$ cat config.mk
export PLATFORM = sky130hd
export DESIGN_NAME = lsq_front
export DESIGN_NICKNAME = d
export VERILOG_FILES = /design/src/rtl/lsq_pkg.sv /design/src/rtl/lsq_front.sv
export SDC_FILE = /design/constraint.sdc
export NUM_CORES = 1
export LEC_CHECK = 0
export ABC_CLOCK_PERIOD_IN_PS = 2500
export BUFFER_PORTS_ARGS = -buffer_cell sky130_fd_sc_hd__buf_2
export CAP_MARGIN = 20
export CORE_MARGIN = 2
export CORE_UTILIZATION = 41
export DETAILED_ROUTE_END_ITERATION = 8
export PLACE_DENSITY = 0.64
export SLEW_MARGIN = 20
export SYNTH_ARGS = -nofsm -noshare
export SYNTH_HDL_FRONTEND = slang
export SYNTH_SLANG_ARGS = --single-unit
$ cat constraint.sdc
create_clock -name clk -period 2.5 [get_ports clk]
set_clock_uncertainty 0.15 [all_clocks]
set_input_delay 0.25 -clock clk [delete_from_list [all_inputs] [get_ports clk]]
set_output_delay 0.25 -clock clk [all_outputs]
set_load 0.05 [all_outputs]
$ cat src/rtl/lsq_pkg.sv
package lsq_pkg;

    // Fixed sample and result geometry.
    localparam int SB          = 16;
    localparam int FRAC        = 16;
    localparam int W           = 128;
    localparam int QW          = 64;
    localparam int OUT_W       = 48;
    localparam int CHI_LSB     = 32;
    localparam int CNT_OUT_W   = 11;
    localparam int IN_DATA_W   = 2 * SB;
    localparam int OUT_PACK_W  = 5 * OUT_W + 2 * SB + CNT_OUT_W;
    localparam int OUT_DATA_W  = ((OUT_PACK_W + 7) / 8) * 8;
    localparam int PAD_W       = OUT_DATA_W - OUT_PACK_W;
    localparam int QDEPTH      = 2;

    localparam logic [QW-1:0] OUT_LIM  = 64'h0000_7FFF_FFFF_FFFF;
    localparam logic [QW-1:0] WIDE_LIM = 64'h3FFF_FFFF_FFFF_FFFF;

    typedef logic signed [W-1:0] wide_t;

    typedef struct packed {
        logic signed [SB-1:0] y;
        logic signed [SB-1:0] x;
        logic                 store;
        logic                 last;
    } lsq_entry_t;

    typedef struct packed {
        logic                  start;
        wide_t                 a;
        logic signed [QW-1:0]  b;
    } mul_req_t;

    typedef struct packed {
        logic                  start;
        logic                  wide;
        wide_t                 num;
        logic [W-1:0]          den;
    } div_req_t;

    typedef enum logic [1:0] {
        ST_OK   = 2'd0,
        ST_FLAT = 2'd1,
        ST_SAT  = 2'd2,
        ST_DROP = 2'd3
    } status_t;

    typedef struct packed {
        logic signed [OUT_W-1:0] slope;
        logic signed [OUT_W-1:0] intercept;
        logic [OUT_W-1:0]        chi;
        logic signed [SB-1:0]    first_x;
        logic signed [SB-1:0]    final_x;
        logic signed [OUT_W-1:0] fit_first;
        logic signed [OUT_W-1:0] fit_final;
        logic [CNT_OUT_W-1:0]    count;
        status_t                 status;
    } lsq_result_t;

    typedef enum logic [1:0] {
        D_IDLE,
        D_RUN,
        D_ROUND,
        D_CLAMP
    } div_state_t;

    typedef enum logic [4:0] {
        S_LOAD,
        S_SETTLE,
        S_SXX1,
        S_SXX2,
        S_SXY1,
        S_SXY2,
        S_BASE1,
        S_BASE2,
        S_PREP,
        S_SLOPE,
        S_ICPT,
        S_F0M,
        S_F0D,
        S_F1M,
        S_F1D,
        S_RDW,
        S_RESM,
        S_RESD,
        S_RESQ,
        S_RESA,
        S_EMIT
    } seq_state_t;

endpackage

$ cat src/rtl/lsq_front.sv
module lsq_front #(
    parameter int MAX_SAMPLES = 1024
) (
    input  logic                            clk,
    input  logic                            rst_n,
    input  logic                            in_valid,
    output logic                            in_ready,
    input  logic [lsq_pkg::IN_DATA_W-1:0]   in_data,
    input  logic                            in_last,
    output logic                            q_valid,
    input  logic                            q_pop,
    output lsq_pkg::lsq_entry_t             q_head
);
    import lsq_pkg::*;

    localparam int CNT_W = $clog2(MAX_SAMPLES + 1);
    localparam int PTR_W = $clog2(QDEPTH);

    logic [CNT_W-1:0] fcnt_reg, fcnt_next;
    logic [PTR_W-1:0] wr_ptr_reg, rd_ptr_reg;
    logic [PTR_W:0]   fill_reg;
    lsq_entry_t       q_mem [QDEPTH];
    lsq_entry_t       entry;
    logic             push;

    // The front keeps its own per-set count, so each beat is tagged as stored or dropped.
    always_comb
    begin
        entry.x     = in_data[SB-1:0];
        entry.y     = in_data[2*SB-1:SB];
        entry.last  = in_last;
        entry.store = (fcnt_reg < CNT_W'(MAX_SAMPLES));
        push        = in_valid && in_ready;
        fcnt_next   = fcnt_reg;
        if (push)
        begin
            if (in_last)
                fcnt_next = '0;
            else if (entry.store)
                fcnt_next = fcnt_reg + 1'b1;
        end
    end

    assign in_ready = (fill_reg != (PTR_W + 1)'(QDEPTH));
    assign q_valid  = (fill_reg != '0);
    assign q_head   = q_mem[rd_ptr_reg];

    always_ff @(posedge clk or negedge rst_n)
    begin
        if (!rst_n)
        begin
            fcnt_reg   <= '0;
            wr_ptr_reg <= '0;
            rd_ptr_reg <= '0;
            fill_reg   <= '0;
        end
        else
        begin
            fcnt_reg <= fcnt_next;
            if (push)
                wr_ptr_reg <= wr_ptr_reg + 1'b1;
            if (q_pop)
                rd_ptr_reg <= rd_ptr_reg + 1'b1;
            if (push && !q_pop)
                fill_reg <= fill_reg + 1'b1;
            else if (!push && q_pop)
                fill_reg <= fill_reg - 1'b1;
        end
    end

    always_ff @(posedge clk)
    begin
        if (push)
            q_mem[wr_ptr_reg] <= entry;
    end

endmodule

==> Word level (Yosys, flattened, before mapping) <==
Memory sizes are Yosys's and may differ from the RTL's.
Index checks and enable logic that the tools add are counted.
Widths: inputs -> output; s select.
{ "word_totals": {"regBits": 15, "latchBits": 0, "ramBits": 68, "rom_bits": 0, "input_bits": 37, "output_inout_bits": 36, "wordCells": 27, "mem_count": 1} }
{ "op_classes": {"add_sub_neg": 5, "n_mul": 0, "div": 0, "n_lt_le_gt_ge": 1, "n_eq_ne": 1, "n_shift": 0, "n_mux": 6, "n_bitwise": 0, "reduce_logical": 9} }
{ "mem_list": {"columns": ["memory", "depth", "width", "read_ports", "rd_clocked_by_memory_dff", "write_ports", "line_no", "rtl"], "rows": [
  ["q_mem", 2, 34, 1, 0, 1, "lsq_front.sv:22", "lsq_entry_t q_mem [QDEPTH];"]
]} }
{ "op_table": {"columns": ["operator", "n"], "rows": [
  ["$mux 11", 2],
  ["$add 11x1->11 const B", 1],
  ["$lt 11x11->1 const B", 1],
  ["$reduce_bool 2->1", 3],
  ["$mux 2", 2],
  ["$logic_and 1x1->1", 3],
  ["$add 1x1->1 const B", 2],
  ["$add 2x1->2 const B", 1],
  ["$logic_not 1->1", 2],
  ["$mux 1", 2],
  ["$ne 2x2->1 const B", 1],
  ["$reduce_and 2->1", 1],
  ["$sub 2x1->2 const B", 1]
]} }

==> Depth between registers and ports, before layout <==
{ "logic_depth": {"ltp_word": 6, "depth_mapped": 8, "mapped_depth_nobuf": 7} }

==> Least setup slack after synthesis <==
OpenSTA, ideal clock, no wires.
{ "synth_timing": {"path_kind": "reg-to-reg", "start": "register fill_reg[0]", "end": "memory q_mem[0][0] (netlist bit), enable pin", "setup_time_ps": 425, "t_arrival_ps": 2274, "required_time_ps": 1925, "slack_ps": -349, "stages_incl_launch_ff": 5, "n_path_buf": 1, "synth_period_minus_slack_ps": 2849, "cell_sequence": "dfrtp_1 nand2b_1 buf_6 nand2_1 nor2_1"} }
{ "synth_between": {"elab_chain_cells": 4} }
{ "synth_lines": {"columns": ["item", "line_no", "rtl"], "rows": [
  ["from (decl)", "lsq_front.sv:21", "logic [PTR_W:0] fill_reg;"],
  ["from (signal assigned)", "lsq_front.sv:65", "fill_reg <= fill_reg + 1'b1;"],
  ["from (signal assigned)", "lsq_front.sv:67", "fill_reg <= fill_reg - 1'b1;"],
  ["$ne 2x2->1", "lsq_front.sv:44", "assign in_ready = (fill_reg != (PTR_W + 1)'(QDEPTH));"],
  ["named net in_ready", "lsq_front.sv:7", "output logic in_ready,"],
  ["$logic_and 1x1->1", "lsq_front.sv:33", "push = in_valid && in_ready;"],
  ["$mux 1", "lsq_front.sv:73", "if (push)"],
  ["$mux 1 (implied by the code)", "lsq_front.sv:74", "q_mem[wr_ptr_reg] <= entry;"],
  ["to (decl)", "lsq_front.sv:22", null]
]} }
The timed path passes the listed nets, and every way through them passes these cells.

==> metrics.md <==
| Metric | Value |
|---|---|
| Reg2Reg Setup Slack | `0.55 ns` |
| Mux cell area share after synthesis | `0.119` |
| CTS buffer count | `9` |
| FP Rows | `32` |
| Worst min path class | `in -> reg` |
| Remaining DRCs | `0` |
| Final cell count without fillers | `407` |
| Startpoint types | `flop` |
| Initial core utilization | `0.420` |
| Reg clk slew, reported paths | `0.08 ns` |
| Total of max-cap violations | `0` |
| YS warnings | `0` |
| Die Area | `0.00861 mm²` |
| DR pass1 iterations | `4` |
| Clock group share of total power | `0.174` |
| Seq. cell area | `0.00242 mm²` |
| Final Hold Viols | `0` |
| Min Tclk post-route | `roughly 2 ns` |
| Leakage Power | `1.62 nW` |
| Syn Inst Count | `185` |
| Least-Margin Pin Slew | `approximately 0.42 ns` |
| Clock root buffer | `clkbuf_8` |
| Outcome | `completed` |
| RePlAce Congestion | `approximately 0.74` |
| Critical Path RT | `2.10 ns` |
| Final setup TNS | `0 ns` |
| Final nets | `339` |
| Largest family of logic cells by synthesized area | `multiplexers` |
| Final core occ | `0.555` |
| VDD IR max | `just under 0.0005 V` |
| Placed cells | `357` |
| Post-Syn Area | `0.00323 mm²` |
| Sequential element share of the synthesized area | `0.748` |
| Detailed-route vias per instance | `4.72` |
| Via count | `roughly 1.9k` |
| Post-route ant nets | `0` |
| Clk_lat worst skew | `between 0.3 and 0.4 ns` |
| Max stage delay on crit path | `roughly 0.38 ns` |
| CTS sink cnt | `83` |
| Crit path cell chain | `buf_4 -> mux2_2 -> buf_2` |
| Area of the core | `0.00769 mm²` |
| Post CTS Setup Buffer Count | `0` |
| WS Path Type | `reg -> out` |
| Xor/xnor share of the synthesized area | `0.0163` |
| Int Pwr | `about 2.8 mW` |
| Highest clock rate | `slightly above 500 MHz` |
| Clock Tree Buf Depth | `2` |
| H-tree depth | `3` |
| CP max-delay cell | `mux2_2` |
| # port buffers | `72` |
| Combinational share of power | `0.428` |
| Drt wl/cell | `~14 µm` |
| Seq pwr share | `0.398` |
| Mapped Nets | `224` |
| Chip height | `92.8 µm` |
| Area Growth Syn to Fin | `32.0%` |
| Gr ovfl total | `0` |
| Most common cell after layout, fill and taps aside | `buf_2` |
| Adder-Cell Fraction of Synth Area | `0.00775` |
| Switching pwr | `2.05 mW` |
| Initial antenna violation count | `0` |
| Largest net degree at the start of global routing | `35` |
| Dpl cell area | `0.00375 mm²` |
| Hold WS | `0.0319 ns` |
| Post-CTS sizing | `0` |
| Mean post-synth cell area | `17.5 µm²` |
| Library cells used by synthesis | `24` |
| Max FFs per register | `between 60 and 70` |
| Commonest non-fill, non-tap cells in the layout | `buf_2 (72), edfxtp_1 (68), mux2_2 (34), dlygate4sd3_1 (34), dfrtp_1 (15)` |
| Synth Area in Simple Gates | `0.0678` |
| Share of cells above drive strength 1 | `0.433` |
| # IOs | `73` |
| Initial DRC Count | `between 60 and 70` |
| Number of diodes | `0` |
| CP max FO | `18` |
| Chip Width | `92.8 µm` |
| Crit end category | `primary output` |
| Pins Over Slew Limit | `0` |
| Tcrit/Tclk final | `0.781` |
| CTS tree | `built` |
| Pwr dens | `1140 mW/mm²` |
| DP HPWL | `about 3700 µm` |
| First-pass GRT wire length | `approximately 9100 µm` |
| Synthesized flop and latch total | `83` |
| Final instance area | `around 0.0043 mm²` |
| Compound-Gate Fraction of Synth Area | `0.0259` |
| Setup repair after global routing missed its margin | `no` |
| Gr usage total | `0.141` |
| Final wirelength | `5850 µm` |
| Slew HR | `0.722` |
| # setup viols final | `0` |
| Fill count | `about 640` |
| Vias in the first global route | `~1.9k` |
| Sw Ratio | `0.420` |
| Worst EP arrival | `between 1.5 and 2 ns` |
| Multi-input combinational cell area | `771 µm²` |
==> synth_stat cells, drive strengths merged <==
| cell type | n | area share |
|---|---|---|
| clkbuf | 1 | 0.0012 |
| a21oi | 8 | 0.014 |
| ha | 2 | 0.0077 |
| and4 | 1 | 0.0027 |
| or3 | 9 | 0.017 |
| buf | 5 | 0.0097 |
| nand3 | 3 | 0.0046 |
| nor2 | 3 | 0.0035 |
| nand4 | 4 | 0.017 |
| and3 | 2 | 0.0046 |
| xnor2 | 3 | 0.0081 |
| inv | 4 | 0.0046 |
| dfrtp | 15 | 0.12 |
| o21ai | 8 | 0.012 |
| xor2 | 3 | 0.0081 |
| nand2 | 7 | 0.0081 |
| or2 | 1 | 0.0019 |
| edfxtp | 68 | 0.63 |
| nand2b | 3 | 0.0058 |
| mux2 | 34 | 0.12 |
| and2 | 1 | 0.0019 |
==> timing repair <==
item | in CTS | in global routing
endpoints found under the hold margin | 80 | 0
hold buffers | 34 | 0
setup endpoints to repair | 0 | 0
==> final cells by class <==
cell class / count / share of cell area
flip-flops and latches: 83 / 0.567
multi-input cells: 92 / 0.181
repair buffers: 110 / 0.177
well taps: 102 / 0.0299
clock buffers: 9 / 0.0290
clock inverters: 7 / 0.0126
inverters: 4 / 0.00352
==> path summary, 6_finish.rpt <==
kind | from | endpoint | depth (start not counted)
min in group asynchronous | rst_n | fcnt_reg[9] | 2
min reg2reg | fill_reg[1] | fill_reg[1] | 1
max | rd_ptr_reg | q_head[18] | 3
max reg2reg | fill_reg[0] | q_mem[1][0] | 3
max in group asynchronous | rst_n | rd_ptr_reg | 2
min | in_last | q_mem[1][0] | 1
==> metal layers <==
| layer | vias up | track usage | part of all wire |
|---|---|---|---|
| met4 | 0 | 0.0551 | 0.013 |
| met3 | 7 | 0.0488 | 0.056 |
| met1 | 933 | 0.177 | 0.45 |
| met5 | - | 0 | 0 |
| li1 | 929 | - | - |
| met2 | 54 | 0.224 | 0.48 |
==> logic make-up after synthesis <==
group / count (synthesis)
flops: 83
mux: 34
simple gates: 34
compound gates: 16
buf+inv: 10
xor+xnor: 6
fa+ha+maj: 2
==> worst max-delay path: cells and delay by family, from the launching register on <==
family                 cells  cell delay, ns
DFF                        1            0.35
muxes                      1            0.38
buffers and inverters      2            0.47
==> stage by stage <==
step	setup WS, ns	power (mW)
2_1_floorplan	0.210	3.56
3_3_place_gp	0.617	4.01
3_5_place_dp	0.559	4.03
4_1_cts	0.518	4.92
5_1_grt	0.459	5.10
6_report	0.547	4.87
==> power groups by stage <==
stage / Sequential [mW] / Clock [mW] / Combinational [mW]
final: 1.94 / 0.851 / 2.09
after global routing: 1.96 / 0.934 / 2.21
after CTS: 1.94 / 0.876 / 2.11
after detailed placement: 1.97 / 0 / 2.06
after global placement: 1.95 / 0 / 2.06
after floorplan: 1.94 / 0 / 1.62
(Power assumes the default switching activity.)
